`src/sv/upes_pkg.sv`:
```
`timescale 1ns / 1ps
`default_nettype none

package upes_pkg;

	// Port table geometry
	localparam int NUM_PORTS = 256;
	localparam int PW        = (NUM_PORTS > 1) ? $clog2(NUM_PORTS) : 1;

	// Waiting-port scan: one group of GRP_W flags per cycle
	localparam int GRP_W   = 8;
	localparam int GBW     = $clog2(GRP_W);
	localparam int NUM_GRP = (NUM_PORTS + GRP_W - 1) / GRP_W;
	localparam int GW      = (NUM_GRP > 1) ? $clog2(NUM_GRP) : 1;

	localparam logic [3:0] MAX_SPEED_RST = 4'd5;

	// Port configuration phases
	localparam logic [2:0] PH_NOTCONN    = 3'd0;
	localparam logic [2:0] PH_WAITING    = 3'd1;
	localparam logic [2:0] PH_RESETTING  = 3'd2;
	localparam logic [2:0] PH_ENSLOT     = 3'd3;
	localparam logic [2:0] PH_ADDRESSING = 3'd4;
	localparam logic [2:0] PH_INIT       = 3'd5;
	localparam logic [2:0] PH_CFGEP      = 3'd6;
	localparam logic [2:0] PH_CONFIGURED = 3'd7;

	// Status codes
	localparam logic [2:0] ST_OK      = 3'd0;
	localparam logic [2:0] ST_PHASE   = 3'd1;
	localparam logic [2:0] ST_SLOT    = 3'd2;
	localparam logic [2:0] ST_SPEED   = 3'd3;
	localparam logic [2:0] ST_DEVERR  = 3'd4;
	localparam logic [2:0] ST_NOTIMPL = 3'd5;

	// Event kinds
	localparam logic [2:0] FN_PORT_CHANGE = 3'd0;
	localparam logic [2:0] FN_CONFIGURE   = 3'd1;
	localparam logic [2:0] FN_CMD_DONE    = 3'd2;
	localparam logic [2:0] FN_XFER        = 3'd3;

	// Completed command types
	localparam logic [2:0] CT_ENSLOT = 3'd0;
	localparam logic [2:0] CT_ADDR   = 3'd1;
	localparam logic [2:0] CT_CFGEP  = 3'd2;
	localparam logic [2:0] CT_EVAL   = 3'd3;

	// Issued commands
	localparam logic [2:0] CM_NONE   = 3'd0;
	localparam logic [2:0] CM_ENSLOT = 3'd1;
	localparam logic [2:0] CM_ADDR   = 3'd2;
	localparam logic [2:0] CM_CFGEP  = 3'd3;
	localparam logic [2:0] CM_EVAL   = 3'd4;

	// Notifications
	localparam logic [1:0] NT_NONE  = 2'd0;
	localparam logic [1:0] NT_INIT  = 2'd1;
	localparam logic [1:0] NT_EPCFG = 2'd2;
	localparam logic [1:0] NT_EVAL  = 2'd3;

	// Controller to datapath strobes
	typedef struct packed {
		logic cap;   // capture input item
		logic rd;    // read table at event or lock port
		logic exec;  // evaluate event, write table, stage result
		logic scan;  // examine one group of waiting flags
		logic rd2;   // read table at found waiting port
		logic wr2;   // reset found waiting port if connected
		logic load;  // move staged result to output register
	} upes_cmd_t;

	// Datapath to controller status
	typedef struct packed {
		logic scan_req;   // address completion needs a waiting-port search
		logic scan_hit;   // current group holds a waiting port
		logic scan_last;  // current group is the last one
		logic out_free;   // output register can take a result
	} upes_sts_t;

endpackage

`default_nettype wire

```
`src/sv/usb_port_enumeration_sequencer.sv`:
```
`timescale 1ns / 1ps
`default_nettype none

// Channel   Handshake              Payload
// -------   ---------------------  -------------------------------------------------
// in        in_valid / in_ready    func port slot port_flags device_flags cmd_type
//                                  command_success speed_id
// out       out_valid / out_ready  status reset_request reset_port clear_reset_change
//                                  command command_slot command_port notify
// cfg       cfg_we (no wait)       cfg_wdata = max_speed_id
//
// An item passes through capture, port table read, evaluate and deliver. An
// address-device completion adds a search of the waiting-port flags, 8 ports
// per cycle, and a read and reset of the waiting port it finds. Reset clears
// the lock, the per-port valid and waiting flags and the output valid flag; no
// clearing pass is needed. A held output blocks only the final hand-over of
// the next item; capture and evaluation go on meanwhile.

module usb_port_enumeration_sequencer (
	input  wire        clk,
	input  wire        arst_n,
	input  wire        cfg_we,
	input  wire  [3:0] cfg_wdata,
	input  wire        in_valid,
	output logic       in_ready,
	input  wire  [2:0] func,
	input  wire  [7:0] port,
	input  wire  [7:0] slot,
	input  wire  [2:0] port_flags,
	input  wire  [3:0] device_flags,
	input  wire  [2:0] cmd_type,
	input  wire        command_success,
	input  wire  [3:0] speed_id,
	output logic       out_valid,
	input  wire        out_ready,
	output logic [2:0] status,
	output logic       reset_request,
	output logic [7:0] reset_port,
	output logic       clear_reset_change,
	output logic [2:0] command,
	output logic [7:0] command_slot,
	output logic [7:0] command_port,
	output logic [1:0] notify
);
	import upes_pkg::*;

	upes_cmd_t cmd;
	upes_sts_t sts;

	// Sequence each item: capture, read, evaluate, optional search, deliver
	upes_ctrl u_ctrl (
		.clk      (clk),
		.arst_n   (arst_n),
		.in_valid (in_valid),
		.in_ready (in_ready),
		.sts      (sts),
		.cmd      (cmd)
	);

	// Hold port table, lock, speed limit and the result registers
	upes_dp u_dp (
		.clk                (clk),
		.arst_n             (arst_n),
		.cmd                (cmd),
		.sts                (sts),
		.cfg_we             (cfg_we),
		.cfg_wdata          (cfg_wdata),
		.func               (func),
		.port               (port),
		.slot               (slot),
		.port_flags         (port_flags),
		.device_flags       (device_flags),
		.cmd_type           (cmd_type),
		.command_success    (command_success),
		.speed_id           (speed_id),
		.out_valid          (out_valid),
		.out_ready          (out_ready),
		.status             (status),
		.reset_request      (reset_request),
		.reset_port         (reset_port),
		.clear_reset_change (clear_reset_change),
		.command            (command),
		.command_slot       (command_slot),
		.command_port       (command_port),
		.notify             (notify)
	);

endmodule

`default_nettype wire

```
`src/sv/upes_ctrl.sv`:
```
`timescale 1ns / 1ps
`default_nettype none

module upes_ctrl (
	input  wire                  clk,
	input  wire                  arst_n,
	input  wire                  in_valid,
	output logic                 in_ready,
	input  upes_pkg::upes_sts_t  sts,
	output upes_pkg::upes_cmd_t  cmd
);
	import upes_pkg::*;

	typedef enum logic [6:0] {
		S_IDLE = 7'b0000001,
		S_RD   = 7'b0000010,
		S_EXEC = 7'b0000100,
		S_SCAN = 7'b0001000,
		S_RD2  = 7'b0010000,
		S_WR2  = 7'b0100000,
		S_DONE = 7'b1000000
	} state_t;

	state_t state_q, state_d;

	assign in_ready = (state_q == S_IDLE);

	always_comb begin
		state_d = state_q;
		cmd     = '0;
		case (state_q)
			S_IDLE: begin
				if (in_valid) begin
					cmd.cap = 1'b1;
					state_d = S_RD;
				end
			end
			S_RD: begin
				cmd.rd  = 1'b1;
				state_d = S_EXEC;
			end
			S_EXEC: begin
				cmd.exec = 1'b1;
				state_d  = sts.scan_req ? S_SCAN : S_DONE;
			end
			S_SCAN: begin
				cmd.scan = 1'b1;
				if (sts.scan_hit) begin
					state_d = S_RD2;
				end else if (sts.scan_last) begin
					state_d = S_DONE;
				end
			end
			S_RD2: begin
				cmd.rd2 = 1'b1;
				state_d = S_WR2;
			end
			S_WR2: begin
				cmd.wr2 = 1'b1;
				state_d = S_DONE;
			end
			S_DONE: begin
				if (sts.out_free) begin
					cmd.load = 1'b1;
					state_d  = S_IDLE;
				end
			end
			default: begin
				state_d = S_IDLE;
			end
		endcase
	end

	always_ff @(posedge clk or negedge arst_n) begin
		if (!arst_n) begin
			state_q <= S_IDLE;
		end else begin
			state_q <= state_d;
		end
	end

	// An exhausted search must end the item instead of wrapping around
	ap_scan_end: assert property (@(posedge clk) disable iff (!arst_n)
		(state_q == S_SCAN && sts.scan_last && !sts.scan_hit) |=> (state_q == S_DONE))
		else $error("waiting-port scan did not stop after last group");

endmodule

`default_nettype wire

```
`src/sv/upes_dp.sv`:
```
`timescale 1ns / 1ps
`default_nettype none

module upes_dp (
	input  wire                  clk,
	input  wire                  arst_n,
	input  upes_pkg::upes_cmd_t  cmd,
	output upes_pkg::upes_sts_t  sts,
	input  wire                  cfg_we,
	input  wire  [3:0]           cfg_wdata,
	input  wire  [2:0]           func,
	input  wire  [7:0]           port,
	input  wire  [7:0]           slot,
	input  wire  [2:0]           port_flags,
	input  wire  [3:0]           device_flags,
	input  wire  [2:0]           cmd_type,
	input  wire                  command_success,
	input  wire  [3:0]           speed_id,
	output logic                 out_valid,
	input  wire                  out_ready,
	output logic [2:0]           status,
	output logic                 reset_request,
	output logic [7:0]           reset_port,
	output logic                 clear_reset_change,
	output logic [2:0]           command,
	output logic [7:0]           command_slot,
	output logic [7:0]           command_port,
	output logic [1:0]           notify
);
	import upes_pkg::*;

	// Captured item
	logic [2:0] func_q;
	logic [7:0] port_q;
	logic [7:0] slot_q;
	logic [2:0] pflags_q;
	logic [3:0] dflags_q;
	logic [2:0] ctype_q;
	logic       ok_q;
	logic [3:0] speed_q;

	// Control state
	logic [3:0]                 max_speed_q;
	logic [7:0]                 active_q;
	logic [NUM_PORTS-1:0]       vld_q;
	logic [NUM_GRP*GRP_W-1:0]   waiting_q;
	logic [GW-1:0]              grp_q;
	logic                       out_valid_q;

	// Port table: {phase, connected}
	logic [3:0]    mem [NUM_PORTS];
	logic [3:0]    rd_q;
	logic          rd_vld_q;
	logic [PW-1:0] fnd_q;

	// Staged and delivered result
	logic [2:0] res_status_q, out_status_q;
	logic       res_rr_q, out_rr_q;
	logic [7:0] res_rport_q, out_rport_q;
	logic       res_clr_q, out_clr_q;
	logic [2:0] res_cmd_q, out_cmd_q;
	logic [7:0] res_cslot_q, out_cslot_q;
	logic [7:0] res_cport_q, out_cport_q;
	logic [1:0] res_notify_q, out_notify_q;

	logic [PW-1:0] idx_p, idx_a, ra, wa;
	logic [2:0]    ent_ph;
	logic          ent_conn;
	logic          p_ok;
	logic          we;
	logic [3:0]    wd;

	// Event evaluation results
	logic [2:0]    x_status;
	logic          x_rr;
	logic [7:0]    x_rport;
	logic          x_clr;
	logic [2:0]    x_cmd;
	logic [7:0]    x_cslot;
	logic [7:0]    x_cport;
	logic [1:0]    x_notify;
	logic          x_we;
	logic [PW-1:0] x_wa;
	logic [2:0]    x_wph;
	logic          x_wconn;
	logic          x_act_we;
	logic [7:0]    x_act_d;
	logic          x_scan;

	logic [GRP_W-1:0] grp;
	logic [GBW-1:0]   prio;

	assign idx_p    = port_q[PW-1:0];
	assign idx_a    = active_q[PW-1:0];
	assign p_ok     = (int'(port_q) < NUM_PORTS);
	assign ent_ph   = rd_vld_q ? rd_q[3:1] : PH_NOTCONN;
	assign ent_conn = rd_vld_q & rd_q[0];

	// Enable-slot completion concerns the lock holder, the second read the found waiting port, all else the event port
	assign ra = cmd.rd2 ? fnd_q :
		((func_q == FN_CMD_DONE && ctype_q == CT_ENSLOT) ? idx_a : idx_p);

	always_comb begin
		x_status = ST_OK;
		x_rr     = 1'b0;
		x_rport  = '0;
		x_clr    = 1'b0;
		x_cmd    = CM_NONE;
		x_cslot  = '0;
		x_cport  = '0;
		x_notify = NT_NONE;
		x_we     = 1'b0;
		x_wa     = idx_p;
		x_wph    = ent_ph;
		x_wconn  = ent_conn;
		x_act_we = 1'b0;
		x_act_d  = '0;
		x_scan   = 1'b0;
		case (func_q)
			FN_PORT_CHANGE, FN_CONFIGURE: begin
				if (!p_ok) begin
					x_status = ST_PHASE;
				end else begin
					x_we    = 1'b1;
					x_wconn = pflags_q[0];
					if (ent_ph == PH_NOTCONN) begin
						// A connected port takes the lock if free, else the port is queued
						if (pflags_q[0]) begin
							if (active_q != '0) begin
								x_wph = PH_WAITING;
							end else begin
								x_wph    = PH_RESETTING;
								x_act_we = 1'b1;
								x_act_d  = 8'(idx_p);
								x_rr     = 1'b1;
								x_rport  = 8'(idx_p);
							end
						end
					end else if (func_q == FN_PORT_CHANGE) begin
						case (ent_ph)
							PH_RESETTING: begin
								if (pflags_q[1] && pflags_q[2]) begin
									x_clr   = 1'b1;
									x_wph   = PH_ENSLOT;
									x_cmd   = CM_ENSLOT;
									x_cport = port_q;
								end
							end
							PH_WAITING, PH_ENSLOT, PH_CONFIGURED: begin
								x_status = ST_OK;
							end
							default: begin
								x_status = ST_PHASE;
							end
						endcase
					end
				end
			end
			FN_CMD_DONE: begin
				case (ctype_q)
					CT_ENSLOT: begin
						x_wa = idx_a;
						if (ent_ph != PH_ENSLOT) begin
							x_status = ST_PHASE;
						end else if (!dflags_q[0]) begin
							x_status = ST_SLOT;
						end else begin
							x_we    = 1'b1;
							x_wph   = PH_ADDRESSING;
							x_cmd   = CM_ADDR;
							x_cslot = slot_q;
							x_cport = active_q;
						end
					end
					CT_ADDR, CT_CFGEP, CT_EVAL: begin
						if (!dflags_q[0]) begin
							x_status = ST_SLOT;
						end else if (ctype_q == CT_EVAL) begin
							if (!ok_q) begin
								x_status = ST_PHASE;
							end else begin
								x_notify = NT_EVAL;
							end
						end else if (!p_ok) begin
							x_status = ST_PHASE;
						end else if (ctype_q == CT_CFGEP) begin
							if (ent_ph != PH_CFGEP) begin
								x_status = ST_PHASE;
							end else begin
								x_we     = 1'b1;
								x_wph    = PH_CONFIGURED;
								x_notify = NT_EPCFG;
							end
						end else if (port_q != active_q || ent_ph != PH_ADDRESSING) begin
							x_status = ST_PHASE;
						end else begin
							// Release the lock; the search for a waiting port follows
							x_we     = 1'b1;
							x_wph    = PH_INIT;
							x_act_we = 1'b1;
							x_act_d  = '0;
							x_notify = NT_INIT;
							x_scan   = 1'b1;
						end
					end
					default: begin
						x_status = ST_PHASE;
					end
				endcase
			end
			FN_XFER: begin
				if (!dflags_q[0]) begin
					x_status = ST_SLOT;
				end else if (dflags_q[3]) begin
					x_status = ST_DEVERR;
				end else if (!p_ok) begin
					x_status = ST_PHASE;
				end else if (ent_ph == PH_INIT) begin
					if (dflags_q[1]) begin
						if (speed_q == 4'd0 || speed_q > max_speed_q) begin
							x_status = ST_SPEED;
						end else begin
							x_we    = 1'b1;
							x_wph   = PH_CFGEP;
							x_cmd   = CM_CFGEP;
							x_cslot = slot_q;
							x_cport = port_q;
						end
					end else if (dflags_q[2]) begin
						x_cmd   = CM_EVAL;
						x_cslot = slot_q;
						x_cport = port_q;
					end
				end
			end
			default: begin
				x_status = ST_NOTIMPL;
			end
		endcase
	end

	// Lowest waiting flag in the current group
	assign grp = waiting_q[int'(grp_q)*GRP_W +: GRP_W];

	always_comb begin
		prio = '0;
		for (int i = GRP_W - 1; i >= 0; i--) begin
			if (grp[i]) begin
				prio = GBW'(i);
			end
		end
	end

	assign sts.scan_req  = x_scan;
	assign sts.scan_hit  = |grp;
	assign sts.scan_last = (grp_q == GW'(NUM_GRP - 1));
	assign sts.out_free  = !out_valid_q || out_ready;

	// Table write port
	assign we = (cmd.exec && x_we) || (cmd.wr2 && ent_conn);
	assign wa = cmd.wr2 ? fnd_q : x_wa;
	assign wd = cmd.wr2 ? {PH_RESETTING, 1'b1} : {x_wph, x_wconn};

	always_ff @(posedge clk) begin
		if (we) begin
			mem[wa] <= wd;
		end
		if (cmd.rd || cmd.rd2) begin
			rd_q <= mem[ra];
		end
	end

	always_ff @(posedge clk or negedge arst_n) begin
		if (!arst_n) begin
			max_speed_q <= MAX_SPEED_RST;
			active_q    <= '0;
			vld_q       <= '0;
			waiting_q   <= '0;
			grp_q       <= '0;
			rd_vld_q    <= 1'b0;
			out_valid_q <= 1'b0;
		end else begin
			if (cfg_we) begin
				max_speed_q <= cfg_wdata;
			end
			if (cmd.exec && x_act_we) begin
				active_q <= x_act_d;
			end else if (cmd.wr2 && ent_conn) begin
				active_q <= 8'(fnd_q);
			end
			if (we) begin
				vld_q[wa]     <= 1'b1;
				waiting_q[wa] <= (wd[3:1] == PH_WAITING);
			end
			if (cmd.rd || cmd.rd2) begin
				rd_vld_q <= vld_q[ra];
			end
			if (cmd.exec) begin
				grp_q <= '0;
			end else if (cmd.scan && !sts.scan_hit && !sts.scan_last) begin
				grp_q <= grp_q + GW'(1);
			end
			if (cmd.load) begin
				out_valid_q <= 1'b1;
			end else if (out_ready) begin
				out_valid_q <= 1'b0;
			end
		end
	end

	always_ff @(posedge clk) begin
		if (cmd.cap) begin
			func_q   <= func;
			port_q   <= port;
			slot_q   <= slot;
			pflags_q <= port_flags;
			dflags_q <= device_flags;
			ctype_q  <= cmd_type;
			ok_q     <= command_success;
			speed_q  <= speed_id;
		end
		if (cmd.scan && sts.scan_hit) begin
			fnd_q <= PW'(int'(grp_q) * GRP_W + int'(prio));
		end
		if (cmd.exec) begin
			res_status_q <= x_status;
			res_rr_q     <= x_rr;
			res_rport_q  <= x_rport;
			res_clr_q    <= x_clr;
			res_cmd_q    <= x_cmd;
			res_cslot_q  <= x_cslot;
			res_cport_q  <= x_cport;
			res_notify_q <= x_notify;
		end else if (cmd.wr2 && ent_conn) begin
			res_rr_q    <= 1'b1;
			res_rport_q <= 8'(fnd_q);
		end
		if (cmd.load) begin
			out_status_q <= res_status_q;
			out_rr_q     <= res_rr_q;
			out_rport_q  <= res_rport_q;
			out_clr_q    <= res_clr_q;
			out_cmd_q    <= res_cmd_q;
			out_cslot_q  <= res_cslot_q;
			out_cport_q  <= res_cport_q;
			out_notify_q <= res_notify_q;
		end
	end

	assign out_valid          = out_valid_q;
	assign status             = out_status_q;
	assign reset_request      = out_rr_q;
	assign reset_port         = out_rport_q;
	assign clear_reset_change = out_clr_q;
	assign command            = out_cmd_q;
	assign command_slot       = out_cslot_q;
	assign command_port       = out_cport_q;
	assign notify             = out_notify_q;

	// The waiting flags must agree with the table
	ap_flag_coherent: assert property (@(posedge clk) disable iff (!arst_n)
		cmd.wr2 |-> (rd_vld_q && rd_q[3:1] == PH_WAITING))
		else $error("waiting flag set for a port that is not waiting");

	// A reset request always goes to the port that now holds the lock
	ap_lock_owner: assert property (@(posedge clk) disable iff (!arst_n)
		(cmd.load && res_rr_q) |-> (active_q == res_rport_q))
		else $error("reset issued to a port that does not hold the lock");

	// The lock is only taken while free
	ap_lock_free: assert property (@(posedge clk) disable iff (!arst_n)
		(cmd.exec && x_rr) |-> (active_q == '0))
		else $error("lock taken while held");

endmodule

`default_nettype wire
```
`config.mk`:
```
export PLATFORM = sky130hd
export DESIGN_NAME = usb_port_enumeration_sequencer
export DESIGN_NICKNAME = d
export VERILOG_FILES = /design/src/sv/upes_pkg.sv /design/src/sv/usb_port_enumeration_sequencer.sv /design/src/sv/upes_ctrl.sv /design/src/sv/upes_dp.sv
export SDC_FILE = /design/constraint.sdc
export NUM_CORES = 2
export LEC_CHECK = 0
export BUFFER_PORTS_ARGS = -buffer_cell sky130_fd_sc_hd__buf_2
export CAP_MARGIN = 20
export CORE_UTILIZATION = 35
export CTS_CLUSTER_SIZE = 25
export DETAILED_ROUTE_END_ITERATION = 8
export PLACE_DENSITY = 0.46
export SLEW_MARGIN = 20
export SYNTH_ARGS = -nofsm -noshare
export SYNTH_HDL_FRONTEND = slang
export SYNTH_HIERARCHICAL = 1
export SYNTH_SLANG_ARGS = --single-unit
```
`constraint.sdc`:
```
create_clock -name clk -period 11.7 [get_ports clk]
set_clock_uncertainty 0.15 [all_clocks]
set_input_delay 0.585 -clock clk [delete_from_list [all_inputs] [get_ports clk]]
set_output_delay 0.585 -clock clk [all_outputs]
set_load 0.02 [all_outputs]
```
==> results.cfg <==
[timing]
period_minus_slack_ns = 7.00
setup_viol = 0
drv_slew = 0
relSlewSlack = 0.0991
max_freq_mhz = 143
holdWs_ns = 0.175
min_period_over_period = 0.598
rsz0062_at_grt = false
fin_setup_tns_ns = 0
hold_violations = 0
worst_pin_slew_ns = 1.35

[grt]
grt.total_usage = 0.244
grt_busiest_layer = met2
grt-ovfl-total = 0
grt_first_pass_wirelength_mm = 351
antenna_found_initial = 19
use_met1 = 0.350
grt_max_degree = 186
grt_pass1_vias = 43700
grt_use_met3 = 0.0428
grt_util_met2 = 0.377

[synth]
syn_area_sq_um = 70100
synthesis.nets = 5314
synth-simple-area-share = 0.132
synth.avg_cell_area_sq_um = 13.3
synth_async_sr_flop_share = 0.321
yosysUniqueCellTypes = 85
yosys_warnings = 6
ys_ff_latch = 1676
synth-xor-area-share = 0.00162
yosysMostFrequentCell = edfxtp_1
synthMuxAreaShare = 0.106
ys.flop_type = edfxtp_1
ys_seq_area_frac = 0.679
yosys-top-cells-count = 1138 x edfxtp_1, 931 x nand2_1, 535 x dfrtp_1
synth_compound_area_frac = 0.0531
synthCells = 5265
synth.area.top_cells = edfxtp_1 49%, dfrtp_1 19%, nand2_1 5.0%, mux2_2 4.1%, mux2i_1 3.9%
yosysTopAreaCell = edfxtp_1
synth_fa_ha_area_frac = 0.00107
synth_top_area_frac = 0.487
synth_top_family_by_area = simple AND/OR/NAND/NOR gates
synth_edf_count = 1138

[clock_network]
cts_tree = done
clock_latency_ns = 0.84
cts_setup_buffers = 0
htreeDepth = 4
cts_sinks = 1676
ctsResizeCount = 0
clkSlewWorstSetupHoldPaths_ns = 0.06
cts_inserted_buffers = 186
cts_root_buf = clkbuf_16
clock_path_buffers = 3

[power_and_ir_drop]
vdd_drop_max_mv = 0.175
switching_share = 0.312
p_leak_nw = 31.1
power_frac_clock = 0.367
p_comb_frac = 0.198
sequentialPowerShare = 0.434
power_switching_w = 0.00500
power_density_nw_per_um2 = 199
p_int_w = 0.0110

[critical_path]
worstSetupPathType = flop to flop
rrSetupSlack_ns = 4.70
worstReg2RegEnd = u_dp/rd_vld_q$_DFFE_PN0P_
reg2reg_depth = 16
end_kind = flop
r2r-start = u_ctrl/state_q[6]$_DFFE_PN0P_
critPathLaunchType = flop
crit_path_max_fanout = 57
required_ns = 12.29
critical_path_arrival_ns = 7.59

[route]
drt_wl_total_mm = 250
viasPerCell = 5.54
drt_iter0_markers = 4776
post_drt_wl_per_cell_um = 30.5
vias = 45500
ant_nets = 0
drt_pre_antenna_iters = 7
drc_errors = 0

[die]
initial_core_util = 0.354
ioPinCount = 79
die_x_um = 450
placementRows = 163
die_y_um = 450
die_area_sq_um = 202000
core_region_area_sq_um = 198000

[final_layout]
fillerInstances = 18600
nets = 5442
utilization = 0.405
drive_above_1_share = 0.201
final_area_sq_um = 80400
areaGrowthSynthToFinish_pct = 14.6
stdcell_count = 8197

[placement]
routabilityCongestion = 0.886
numPortBuffers = 78
dpl.hpwl_mm = 161
dpl_cell_area_sq_um = 73700
dp_cells = 7796

[min_path]
hold_path_class = primary input to asynchronous set/reset pin

[job]
cap_viol_max_count = 0

[status]
run_status = completed
-- critical path, stage by stage, from the launching register on --
cell and delay, ns:
dfrtp_1 0.45, or4_4 0.61, nor4b_2 0.33, buf_4 0.38, nand2b_1 0.28, o21ai_4 0.06, buf_4 0.24, buf_4 0.32
nor2_4 0.53, buf_4 0.81, buf_4 0.66, nand2_1 0.12, a21oi_1 0.16, o311ai_0 0.19, a21oi_1 0.93, o41ai_2 0.29
a211oi_1 0.27
-- metal layers --
metal  vias to the layer above  routed length [um]
met1                     23800              111000
met2                      1750              114000
met5                         -                   8
met3                       349               17500
li1                      19500                   -
met4                         2                7790
-- how the worst max path moves through the flow --
stage               cells after the start                   endpoint                          start
detailed placement                     16     u_dp/rd_q[0]$_DFFE_PP_  u_ctrl/state_q[6]$_DFFE_PN0P_
floorplan                               3   u_dp/mem[0][3]$_DFFE_PP_       u_dp/func_q[2]$_DFFE_PP_
CTS                                    16     u_dp/rd_q[0]$_DFFE_PP_  u_ctrl/state_q[6]$_DFFE_PN0P_
finish                                 16  u_dp/rd_vld_q$_DFFE_PN0P_  u_ctrl/state_q[6]$_DFFE_PN0P_
global placement                       16  u_dp/rd_vld_q$_DFFE_PN0P_  u_ctrl/state_q[6]$_DFFE_PN0P_
global route                           16     u_dp/rd_q[3]$_DFFE_PP_  u_ctrl/state_q[6]$_DFFE_PN0P_
-- metrics by stage --
stage / worst slack (ns) / power (W)
after floorplan: 1.55 / 0.00886
after CTS: 4.75 / 0.0161
after detailed placement: 4.78 / 0.0102
after global routing: 4.41 / 0.0165
final: 4.70 / 0.0160
after global placement: 4.83 / 0.0102
-- cell usage in the layout, fill, tap and decap left out, types with 26 or more instances in the layout --
cell type,instances
edfxtp_1,1138
nand2_1,928
dfrtp_1,533
nand3_1,330
nor2_1,279
mux2i_1,273
mux2_2,257
or2_2,210
clkbuf_16,191
buf_4,110
inv_1,105
a21oi_1,101
mux4_2,80
buf_2,77
clkbuf_1,72
a211oi_1,57
nor3_1,56
a31oi_1,51
nand2b_1,49
dlygate4sd3_1,48
nand4_1,41
a32oi_1,41
clkbuf_8,34
o22ai_1,34
a311oi_1,33
o21ai_0,29
nor2_2,26
-- sequential cells by signal, indices dropped and copies added, names as in the netlist, 4 cells and up --
register and count:
u_dp/rd_q 4, u_dp/grp_q 5, u_ctrl/state_q 7, u_dp/idx_p 8, u_dp/fnd_q 8, u_dp/active_q 8
u_dp/mem 1024, u_dp/waiting_q 256, u_dp/res_rport_q 8, u_dp/reset_port 8, u_dp/res_cslot_q 8, u_dp/slot_q 8
u_dp/res_cport_q 8, u_dp/speed_q 4, u_dp/command_port 8, u_dp/command_slot 8, u_dp/vld_q 256, u_dp/dflags_q 4
u_dp/max_speed_q 4
-- layout make-up --
| class | instances | area, sq um | share of cell area |
|---|---|---|---|
| clock inverters | 52 | 596 | 0.00741 |
| well taps | 2640 | 3300 | 0.0411 |
| multi-input cells | 3177 | 21000 | 0.261 |
| diodes | 3 | 7.51 | 0.0000934 |
| repair buffers | 246 | 1910 | 0.0238 |
| inverters | 106 | 398 | 0.00495 |
| flip-flops and latches | 1676 | 47600 | 0.593 |
| clock buffers | 297 | 5520 | 0.0687 |
-- cell families after synthesis --
kind of cell,count (synthesis)
adder cells (fa/ha/maj),6
buffers and inverters,412
AND/OR/NAND/NOR,2020
flip-flops,1676
AO/OA/AOI/OAI,527
XOR/XNOR,13
multiplexers,611
-- timing repair --
| item | CTS | global route |
|---|---|---|
| setup endpoints to repair | 0 | 0 |
| endpoints found under the hold margin | 111 | 0 |
| hold buffers | 48 | 0 |
-- power groups by stage --
stage / Clock, W / Combinational [W] / Sequential (W)
detailed placement: 0 / 0.00315 / 0.00706
global placement: 0 / 0.00313 / 0.00706
floorplan: 0 / 0.00167 / 0.00719
finish: 0.00588 / 0.00317 / 0.00695
global route: 0.00621 / 0.00332 / 0.00695
CTS: 0.00600 / 0.00316 / 0.00694
No activity file was read; power rests on OpenSTA's default activity.
